File: config.mk
export PLATFORM = sky130hd
export DESIGN_NAME = complex_accumulator_alu
export DESIGN_NICKNAME = d
export VERILOG_FILES = /design/src/hw/rtl/cxalu_pkg.sv /design/src/hw/rtl/cxalu_mul.sv /design/src/hw/rtl/cxalu_div.sv /design/src/hw/rtl/complex_accumulator_alu.sv
export SDC_FILE = /design/constraint.sdc
export NUM_CORES = 2
export LEC_CHECK = 0
export BUFFER_PORTS_ARGS = -buffer_cell sky130_fd_sc_hd__buf_4
export CAP_MARGIN = 20
export CORE_MARGIN = 3
export CORE_UTILIZATION = 35
export CTS_BUF_LIST = sky130_fd_sc_hd__clkbuf_16
export CTS_CLUSTER_DIAMETER = 120
export CTS_CLUSTER_SIZE = 40
export DETAILED_ROUTE_END_ITERATION = 16
export PLACE_DENSITY_LB_ADDON = 0.08
export SLEW_MARGIN = 40
export SYNTH_ARGS = -nofsm -noshare
export SYNTH_HDL_FRONTEND = slang
export SYNTH_SLANG_ARGS = --single-unit
export TNS_END_PERCENT = 10
File: constraint.sdc
create_clock -name clk_i -period 8.5 [get_ports clk_i]
set_input_delay 1.7 -clock clk_i [delete_from_list [all_inputs] [get_ports clk_i]]
set_output_delay 1.7 -clock clk_i [all_outputs]
set_load 0.01 [all_outputs]
File: src/hw/rtl/cxalu_pkg.sv
// Package with shared types and codes for the complex accumulator ALU.
`timescale 1ns / 1ps
package cxalu_pkg;

  typedef enum logic [2:0] {
    MODE_ADD  = 3'd0,
    MODE_SUB  = 3'd1,
    MODE_MUL  = 3'd2,
    MODE_DIV  = 3'd3,
    MODE_LOAD = 3'd4
  } mode_e;

  typedef enum logic [1:0] {
    ST_OK      = 2'd0,
    ST_SAT     = 2'd1,
    ST_DIVZERO = 2'd2
  } status_e;

  typedef enum logic [2:0] {
    S_IDLE,
    S_MUL,
    S_DIV,
    S_FIN,
    S_OUT
  } state_e;

  localparam int unsigned OperandBits = 32;
  localparam int unsigned StatusBits  = 2;

endpackage

File: src/hw/rtl/cxalu_mul.sv
// Bit-serial signed multiplier: one multiplier bit per cycle, shift-add.
`timescale 1ns / 1ps
module cxalu_mul
  import cxalu_pkg::*;
#(
  parameter int unsigned W = 32,
  parameter int unsigned P = 2 * W
) (
  input  logic                clk_i,
  input  logic                rst_ni,
  input  logic                start_i,
  input  logic signed [W-1:0] a_i,
  input  logic signed [W-1:0] b_i,
  output logic                done_o,
  output logic signed [P-1:0] p_o
);
  localparam int unsigned CntBits = $clog2(W + 1);

  logic [P-1:0]       acc_q, acc_d;
  logic [P-1:0]       mcand_q, mcand_d;
  logic [W-1:0]       mplier_q, mplier_d;
  logic [CntBits-1:0] cnt_q, cnt_d;
  logic               busy_q, busy_d;

  // Signed multiply with two's complement multiplier: the top bit weighs -2^(W-1).
  always_comb begin
    acc_d    = acc_q;
    mcand_d  = mcand_q;
    mplier_d = mplier_q;
    cnt_d    = cnt_q;
    busy_d   = busy_q;
    if (start_i) begin
      acc_d    = '0;
      mcand_d  = P'(a_i);
      mplier_d = b_i;
      cnt_d    = '0;
      busy_d   = 1'b1;
    end else if (busy_q) begin
      if (mplier_q[0]) begin
        if (cnt_q == CntBits'(W - 1)) acc_d = acc_q - mcand_q;
        else                          acc_d = acc_q + mcand_q;
      end
      mcand_d  = mcand_q << 1;
      mplier_d = mplier_q >> 1;
      cnt_d    = cnt_q + 1'b1;
      if (cnt_q == CntBits'(W - 1)) busy_d = 1'b0;
    end
  end

  always_ff @(posedge clk_i or negedge rst_ni) begin
    if (!rst_ni) begin
      busy_q <= 1'b0;
      cnt_q  <= '0;
    end else begin
      busy_q <= busy_d;
      cnt_q  <= cnt_d;
    end
  end

  always_ff @(posedge clk_i) begin
    acc_q    <= acc_d;
    mcand_q  <= mcand_d;
    mplier_q <= mplier_d;
  end

  // The product is complete in the cycle done is high, including the last step.
  assign done_o = busy_q && !busy_d && !start_i;
  assign p_o    = acc_d;
endmodule

File: src/hw/rtl/cxalu_div.sv
// Radix-2 restoring divider for unsigned magnitudes, one quotient bit per cycle.
`timescale 1ns / 1ps
module cxalu_div
  import cxalu_pkg::*;
#(
  parameter int unsigned N = 80,
  parameter int unsigned D = 65
) (
  input  logic         clk_i,
  input  logic         rst_ni,
  input  logic         start_i,
  input  logic [N-1:0] num_i,
  input  logic [D-1:0] den_i,
  output logic         done_o,
  output logic [N-1:0] quo_o
);
  localparam int unsigned CntBits = $clog2(N + 1);

  logic [N-1:0]       q_q, q_d;
  logic [D:0]         r_q, r_d;
  logic [D-1:0]       den_q, den_d;
  logic [CntBits-1:0] cnt_q, cnt_d;
  logic               busy_q, busy_d;
  logic [D:0]         trial;

  always_comb begin
    q_d    = q_q;
    r_d    = r_q;
    den_d  = den_q;
    cnt_d  = cnt_q;
    busy_d = busy_q;
    trial  = {r_q[D-1:0], q_q[N-1]};
    if (start_i) begin
      q_d    = num_i;
      r_d    = '0;
      den_d  = den_i;
      cnt_d  = '0;
      busy_d = 1'b1;
    end else if (busy_q) begin
      if (trial >= {1'b0, den_q}) begin
        r_d = trial - {1'b0, den_q};
        q_d = {q_q[N-2:0], 1'b1};
      end else begin
        r_d = trial;
        q_d = {q_q[N-2:0], 1'b0};
      end
      cnt_d = cnt_q + 1'b1;
      if (cnt_q == CntBits'(N - 1)) busy_d = 1'b0;
    end
  end

  always_ff @(posedge clk_i or negedge rst_ni) begin
    if (!rst_ni) begin
      busy_q <= 1'b0;
      cnt_q  <= '0;
    end else begin
      busy_q <= busy_d;
      cnt_q  <= cnt_d;
    end
  end

  always_ff @(posedge clk_i) begin
    q_q   <= q_d;
    r_q   <= r_d;
    den_q <= den_d;
  end

  // The quotient is complete in the cycle done is high, including the last bit.
  assign done_o = busy_q && !busy_d && !start_i;
  assign quo_o  = q_d;
endmodule

File: src/hw/rtl/complex_accumulator_alu.sv
// Top level of the complex accumulator ALU with bit-serial multiply and divide.
`timescale 1ns / 1ps
//
//  Channel  Dir  Handshake            Contents
//  s_axis   in   tvalid/tready        operands, operation in tuser
//  m_axis   out  tvalid/tready        result parts, status in tuser
//
// Add, subtract, load and unused codes pass from acceptance through S_FIN and
// S_OUT to the result word. Multiply runs four products in a row through the
// shift-add multiplier. Divide runs six products, then, unless the denominator
// is zero, two quotients of 2*max(WORD_BITS,32)+FRAC_BITS+3 bits through one
// radix-2 divider. One word is in flight at a time. Reset clears the
// accumulator and control. A stalled m_axis holds the result; s_axis_tready
// stays low until it is taken.
module complex_accumulator_alu
  import cxalu_pkg::*;
#(
  parameter int unsigned WORD_BITS = 32,
  parameter int unsigned FRAC_BITS = 16
) (
  input  logic        clk_i,
  input  logic        rst_ni,
  input  logic        s_axis_tvalid,
  output logic        s_axis_tready,
  // tdata: operand_re [31:0], operand_im [63:32]
  input  logic [63:0] s_axis_tdata,
  // tuser: mode [2:0], operand_is_real [3], store_result [4]
  input  logic [4:0]  s_axis_tuser,
  output logic        m_axis_tvalid,
  input  logic        m_axis_tready,
  // tdata: result_re [31:0], result_im [63:32]
  output logic [63:0] m_axis_tdata,
  // tuser: status [1:0]
  output logic [1:0]  m_axis_tuser
);
  localparam int unsigned W  = WORD_BITS;
  localparam int unsigned MW = ((W > 32) ? W : 32) + 1; // factor width covers both operands
  localparam int unsigned PW = 2 * MW;         // product width
  localparam int unsigned SW = PW + 1;         // sum of two products
  localparam int unsigned NW = SW + FRAC_BITS; // shifted numerator
  localparam int unsigned XW = NW + 2;         // wide working value

  state_e            state_q, state_d;
  logic [2:0]        mode_q;
  logic              store_q;
  logic signed [MW-1:0] c_q, d_q;
  logic signed [W-1:0]  acc_re_q, acc_im_q;
  logic [1:0]        step_q;
  logic signed [SW-1:0] s_re_q, s_im_q;   // product sums
  logic signed [SW-1:0] den_q;
  logic              div_im_q;
  logic signed [XW-1:0] rr_q, ri_q;
  logic [W-1:0]      out_re_q, out_im_q;
  logic [1:0]        status_q;
  logic              mvalid_q;

  logic              mul_start, mul_done;
  logic signed [MW-1:0] mul_a, mul_b;
  logic signed [PW-1:0] mul_p;
  logic              div_start, div_done;
  logic [NW-1:0]     div_num, div_quo;
  logic [SW-2:0]     div_den;
  logic              num_neg;
  logic signed [SW-1:0] num_sel;
  logic signed [MW-1:0] a_ext, b_ext;

  assign a_ext = MW'(acc_re_q);
  assign b_ext = MW'(acc_im_q);

  // Multiply mode: ac, bd, ad, bc. Divide mode: ac, bd, ad, bc, then cc, dd.
  logic [2:0] mstep_q;
  always_comb begin
    mul_a = a_ext;
    mul_b = c_q;
    unique case (mstep_q)
      3'd0: begin mul_a = a_ext; mul_b = c_q; end
      3'd1: begin mul_a = b_ext; mul_b = d_q; end
      3'd2: begin mul_a = a_ext; mul_b = d_q; end
      3'd3: begin mul_a = b_ext; mul_b = c_q; end
      3'd4: begin mul_a = c_q;   mul_b = c_q; end
      3'd5: begin mul_a = d_q;   mul_b = d_q; end
      default: ;
    endcase
  end

  cxalu_mul #(.W(MW), .P(PW)) u_mul (
    .clk_i, .rst_ni, .start_i(mul_start), .a_i(mul_a), .b_i(mul_b),
    .done_o(mul_done), .p_o(mul_p)
  );

  assign num_sel = div_im_q ? s_im_q : s_re_q;
  assign num_neg = num_sel[SW-1] ^ den_q[SW-1];
  assign div_num = {(num_sel[SW-1] ? SW'(-num_sel) : SW'(num_sel)),
                    {FRAC_BITS{1'b0}}};
  assign div_den = den_q[SW-2:0];

  cxalu_div #(.N(NW), .D(SW - 1)) u_div (
    .clk_i, .rst_ni, .start_i(div_start), .num_i(div_num), .den_i(div_den),
    .done_o(div_done), .quo_o(div_quo)
  );

  // Saturation to the signed word range.
  function automatic logic [W:0] sat(input logic signed [XW-1:0] v);
    logic signed [XW-1:0] hi, lo;
    hi = (XW'(1) << (W - 1)) - XW'(1);
    lo = -hi - XW'(1);
    if (v > hi)      sat = {1'b1, hi[W-1:0]};
    else if (v < lo) sat = {1'b1, lo[W-1:0]};
    else             sat = {1'b0, v[W-1:0]};
  endfunction

  logic [W:0] sr, si;
  assign sr = sat(rr_q);
  assign si = sat(ri_q);

  logic accept;
  assign accept        = s_axis_tvalid && s_axis_tready;
  assign s_axis_tready = (state_q == S_IDLE) && !mvalid_q;

  always_comb begin
    state_d   = state_q;
    mul_start = 1'b0;
    div_start = 1'b0;
    unique case (state_q)
      S_IDLE: if (accept) begin
        if (s_axis_tuser[2:0] == MODE_MUL || s_axis_tuser[2:0] == MODE_DIV)
          state_d = S_MUL;
        else
          state_d = S_FIN;
      end
      S_MUL: begin
        if (step_q == 2'd0) mul_start = 1'b1;
        if (mul_done) begin
          if ((mode_q == MODE_MUL && mstep_q == 3'd3) ||
              (mode_q == MODE_DIV && mstep_q == 3'd5)) begin
            if (mode_q == MODE_MUL) state_d = S_FIN;
            else                    state_d = S_DIV;
          end
        end
      end
      S_DIV: begin
        if (step_q == 2'd0 && den_q != '0) div_start = 1'b1;
        if (den_q == '0) state_d = S_FIN;
        else if (div_done && div_im_q) state_d = S_FIN;
      end
      S_FIN: state_d = S_OUT;
      S_OUT: state_d = S_IDLE;
      default: state_d = S_IDLE;
    endcase
  end

  always_ff @(posedge clk_i or negedge rst_ni) begin
    if (!rst_ni) begin
      state_q  <= S_IDLE;
      acc_re_q <= '0;
      acc_im_q <= '0;
      mvalid_q <= 1'b0;
      step_q   <= '0;
      mstep_q  <= '0;
      div_im_q <= 1'b0;
    end else begin
      state_q <= state_d;
      if (mvalid_q && m_axis_tready) mvalid_q <= 1'b0;
      unique case (state_q)
        S_IDLE: begin
          step_q   <= '0;
          mstep_q  <= '0;
          div_im_q <= 1'b0;
          if (accept) begin
            mode_q  <= s_axis_tuser[2:0];
            store_q <= s_axis_tuser[4];
            c_q     <= MW'($signed(s_axis_tdata[31:0]));
            d_q     <= s_axis_tuser[3] ? '0 : MW'($signed(s_axis_tdata[63:32]));
          end
        end
        S_MUL: begin
          step_q <= 2'd1;
          if (mul_done) begin
            step_q  <= '0;
            mstep_q <= mstep_q + 3'd1;
            unique case (mstep_q)
              3'd0: s_re_q <= SW'(mul_p);
              3'd1: s_re_q <= (mode_q == MODE_MUL) ? s_re_q - SW'(mul_p)
                                                   : s_re_q + SW'(mul_p);
              3'd2: s_im_q <= SW'(mul_p);
              3'd3: s_im_q <= (mode_q == MODE_MUL) ? s_im_q + SW'(mul_p)
                                                   : SW'(mul_p) - s_im_q;
              3'd4: den_q  <= SW'(mul_p);
              3'd5: den_q  <= den_q + SW'(mul_p);
              default: ;
            endcase
          end
        end
        S_DIV: begin
          step_q <= 2'd1;
          if (div_done) begin
            step_q <= '0;
            if (div_im_q) ri_q <= num_neg ? -XW'(div_quo) : XW'(div_quo);
            else          rr_q <= num_neg ? -XW'(div_quo) : XW'(div_quo);
            div_im_q <= 1'b1;
          end
        end
        S_FIN: begin
          unique case (mode_q)
            MODE_ADD: begin
              rr_q <= XW'(acc_re_q) + XW'(c_q);
              ri_q <= XW'(acc_im_q) + XW'(d_q);
            end
            MODE_SUB: begin
              rr_q <= XW'(acc_re_q) - XW'(c_q);
              ri_q <= XW'(acc_im_q) - XW'(d_q);
            end
            MODE_MUL: begin
              rr_q <= XW'(s_re_q >>> FRAC_BITS);
              ri_q <= XW'(s_im_q >>> FRAC_BITS);
            end
            MODE_DIV: ;
            MODE_LOAD: begin
              rr_q <= XW'(c_q);
              ri_q <= XW'(d_q);
            end
            default: begin
              rr_q <= XW'(acc_re_q);
              ri_q <= XW'(acc_im_q);
            end
          endcase
        end
        S_OUT: begin
          mvalid_q <= 1'b1;
          if (mode_q == MODE_DIV && den_q == '0) begin
            out_re_q <= '0;
            out_im_q <= '0;
            status_q <= ST_DIVZERO;
          end else begin
            out_re_q <= sr[W-1:0];
            out_im_q <= si[W-1:0];
            status_q <= (sr[W] || si[W]) ? ST_SAT : ST_OK;
            if (mode_q == MODE_LOAD ||
                (store_q && (mode_q == MODE_ADD || mode_q == MODE_SUB ||
                             mode_q == MODE_MUL || mode_q == MODE_DIV))) begin
              acc_re_q <= sr[W-1:0];
              acc_im_q <= si[W-1:0];
            end
          end
        end
        default: ;
      endcase
    end
  end

  assign m_axis_tvalid = mvalid_q;
  assign m_axis_tdata  = {32'(out_im_q), 32'(out_re_q)};
  assign m_axis_tuser  = status_q;

  // The input side stays closed while a result word waits.
  assert property (@(posedge clk_i) disable iff (!rst_ni)
    m_axis_tvalid |-> !s_axis_tready)
    else $error("input taken while result pending");

  // A division by zero never reports saturation values.
  assert property (@(posedge clk_i) disable iff (!rst_ni)
    (m_axis_tvalid && m_axis_tuser == ST_DIVZERO) |-> (m_axis_tdata == '0))
    else $error("divide by zero result not cleared");

  // Status codes stay in range.
  assert property (@(posedge clk_i) disable iff (!rst_ni)
    m_axis_tvalid |-> (m_axis_tuser != 2'd3))
    else $error("bad status code");

  // Multiplier and divider are never started together.
  assert property (@(posedge clk_i) disable iff (!rst_ni)
    !(mul_start && div_start))
    else $error("arithmetic units started together");
endmodule
==> flow_metrics.tcl <==
set metrics [dict create \
    peakVddDrop_uv 281 \
    netlist_top_cells_count "a21oi_1 (908), nand2_1 (827), nor2_1 (809), o21ai_0 (698), edfxtp_1 (670)" \
    total_leakage_power_uw 0.0364 \
    dieWidth_um 469 \
    min_from "u_div.r_q[2]" \
    nNetsFinal 9932 \
    min_path_cells 2 \
    synth.largest_area_cell "edfxtp_1" \
    crit_type "flip-flop to flip-flop" \
    timing_hold_violations_final 0 \
    min_to "u_div.r_q[3]" \
    endpoint_kind "flip-flop" \
    violations "negative setup slack" \
    yosysMostFrequentCell "a21oi_1" \
    fin_util_pct 41.2 \
    vias 70900 \
    min_period_ns 8.71 \
    placed_area_um2 84400 \
    seq_area_frac_synth_pct 35.5 \
    dp_hpwl_mm 239 \
    rsz0062_at_grt "yes" \
    critPathMaxFanout 3 \
    synth-edff-count 670 \
    slowest_stage "or4b_4" \
    wl_per_cell_um 25.1 \
    hold_class "flip-flop to flip-flop" \
    cts_num_sinks 973 \
    synth.net_count 9364 \
    fin_cells 12200 \
    yosysWarnings 0 \
    drtIter0Drc 6218 \
    synthArstFlopShare_pct 9.04 \
    postSynthAreaPerCell_um2 8.52 \
    clock_latency_ns 0.78 \
    setup_tns_ns -0.258 \
    fmax_mhz 115 \
    first_global_vias 67500 \
    routed_wl_mm 308 \
    finalClockSkew_ns 0.0636 \
    antenna_found_initial 18 \
    path_buf_inv 3 \
    gp_congestion 0.969 \
    r2r-end "s_re_q[66]" \
    reg2reg_depth 37 \
    synthTopCellsByArea "edfxtp_1 (27%), ha_1 (7.9%), a21oi_1 (6.1%), dfxtp_1 (5.7%), o21ai_0 (4.7%)" \
    cts_buffer_depth 3 \
    cts-root-buf "clkbuf_16" \
    worstPathRequired_ns 8.97 \
    synthCells 8811 \
    relSlewSlack_pct 40.6 \
    first_pass_iters 6 \
    numCtsBuffers 48 \
    grt_start_max_net_pins 138 \
    ys_types 111 \
    cp_top_family "simple AND/OR/NAND/NOR gates" \
    netlist_area_um2 75100 \
    start_kind "flip-flop" \
    h-tree-depth 2 \
    worst_pin_slew_ns 0.882 \
    cp_common_cell "a21oi_2" \
    grt_overflow 0 \
    synth_seq_cells 973 \
    die_h_um 469 \
    power.density_nw_per_um2 439 \
    io_pins 141 \
    synth_top_area_share_pct 26.8 \
    fp.dieArea_um2 220000 \
    arrival_ns 9.18 \
    fin_hold_ws_ns 0.486 \
    dpl.cell_count 12100 \
    fin_ws_ns -0.214 \
    drive_gt1_share_pct 15.1 \
    fin_area_um2 87700 \
    portBuffers 140 \
    slowest_delay_ns 0.55 \
    slew_violations 0 \
    viasPerCell 5.79 \
    start_util_pct 35.3 \
    post-route-period-util_pct 103 \
    reg2reg_slack_ns -0.21 \
    maxCapViolations 0 \
    drc 0 \
    synthFlopType "edfxtp_1" \
    grt_usage_pct 27.1 \
    rows 169 \
    areaGrowthSynthToFinish_pct 16.9 \
    setup_viol 2 \
    cts_tree "yes" \
    status "finished with violations" \
    path_clk_slew_ns 0.12 \
    grt_first_pass_wirelength_mm 452 \
    cp.depth 37 \
    coreArea_um2 213000 \
    r2r-start "u_mul.mcand_q[5]" \
    antenna_left 0 \
]
-- timing repair --
action                     in CTS  in global routing
pin swaps                      48                 93
buffers inserted               14                 18
hold buffers                    0                  0
resized for setup              82                149
setup endpoints to repair      35                 62
-- stage by stage --
step | setup slack [ns] | total power (µW)
2_1_floorplan | -0.0639 | 24400
5_1_grt | -0.585 | 41600
3_5_place_dp | -1.01 | 34100
3_3_place_gp | -0.757 | 34000
6_report | -0.214 | 38500
4_1_cts | -0.142 | 38000
-- registers in the layout, summed over array words and instances (netlist names), 6 cells and up --
signal	count
acc_im_q	32
acc_re_q	32
c_q	32
d_q	32
den_q	67
out_im_q	32
out_re_q	32
ri_q	85
rr_q	85
s_im_q	67
s_re_q	67
u_div.cnt_q	7
u_div.den_q	66
u_div.q_q	83
u_div.r_q	66
u_mul.acc_q	66
u_mul.cnt_q	6
u_mul.mcand_q	66
u_mul.mplier_q	33
-- how the worst max path moves through the flow --
stage | startpoint | to | slack, ns
CTS | u_mul.mcand_q[3] | s_re_q[66] | -0.14
floorplan | u_mul.mcand_q[2] | s_re_q[66] | -0.06
detailed placement | u_mul.mcand_q[5] | s_re_q[60] | -1.01
global placement | u_mul.mcand_q[5] | s_re_q[60] | -0.76
finish | u_mul.mcand_q[5] | s_re_q[66] | -0.21
global route | u_mul.mcand_q[5] | s_re_q[66] | -0.58
-- cells by family after synthesis --
logic type,Yosys count,share of synthesized area (%)
AOI/OAI and AO/OA,2921,24.5
xor gates and xnor gates,635,7.41
buffers and inverters,835,4.30
muxes,178,2.46
and+or+nand+nor,2789,17.7
adders and majority gates,480,8.09
DFF,973,35.5
-- metal layers --
layer	track usage, %	vias up	part of all wire, %
li1	-	33600	-
met1	38.2	34900	46
met2	43.1	2081	45
met3	3.37	320	5.6
met4	8.11	14	3.4
met5	0	-	0.028
-- worst min-delay path: cells and delay by family, from the launching register on --
family             cells  cell delay, ns
AOI/OAI and AO/OA      1            0.07
DFF                    1            0.34
and+or+nand+nor        1            0.06
-- area by class of cell --
type / instances / area [µm²]
fillers: 21800 / 125000
multi-input cells: 7003 / 46600
flip-flops and latches: 973 / 26600
repair buffers: 1000 / 7690
well taps: 2821 / 3530
inverters: 353 / 1340
clock buffers: 50 / 1250
clock inverters: 40 / 731
diodes: 6 / 15.0
-- cells in the final DEF, fill, tap and decap left out, drive strengths merged, types with 109 or more instances in the layout --
| cell type | Yosys | final |
|---|---|---|
| buf | 89 | 999 |
| a21oi | 908 | 908 |
| o21ai | 724 | 724 |
| a31oi | 115 | 115 |
| nand4 | 128 | 128 |
| dfxtp | 215 | 215 |
| a21o | 300 | 300 |
| nor2 | 809 | 809 |
| nor3 | 189 | 189 |
| xor2 | 259 | 259 |
| xnor2 | 376 | 376 |
| nand3 | 133 | 133 |
| mux2i | 146 | 146 |
| nand2 | 827 | 827 |
| inv | 350 | 372 |
| nor2b | 129 | 129 |
| edfxtp | 670 | 670 |
| nor4 | 109 | 109 |
| ha | 471 | 471 |
-- where the power goes --
group | internal (µW) | total, µW | switching (µW)
clock network | 1330 | 3390 | 2070
registers | 6840 | 7830 | 987
logic | 11400 | 27300 | 15800
No activity file was read; power rests on OpenSTA's default activity.
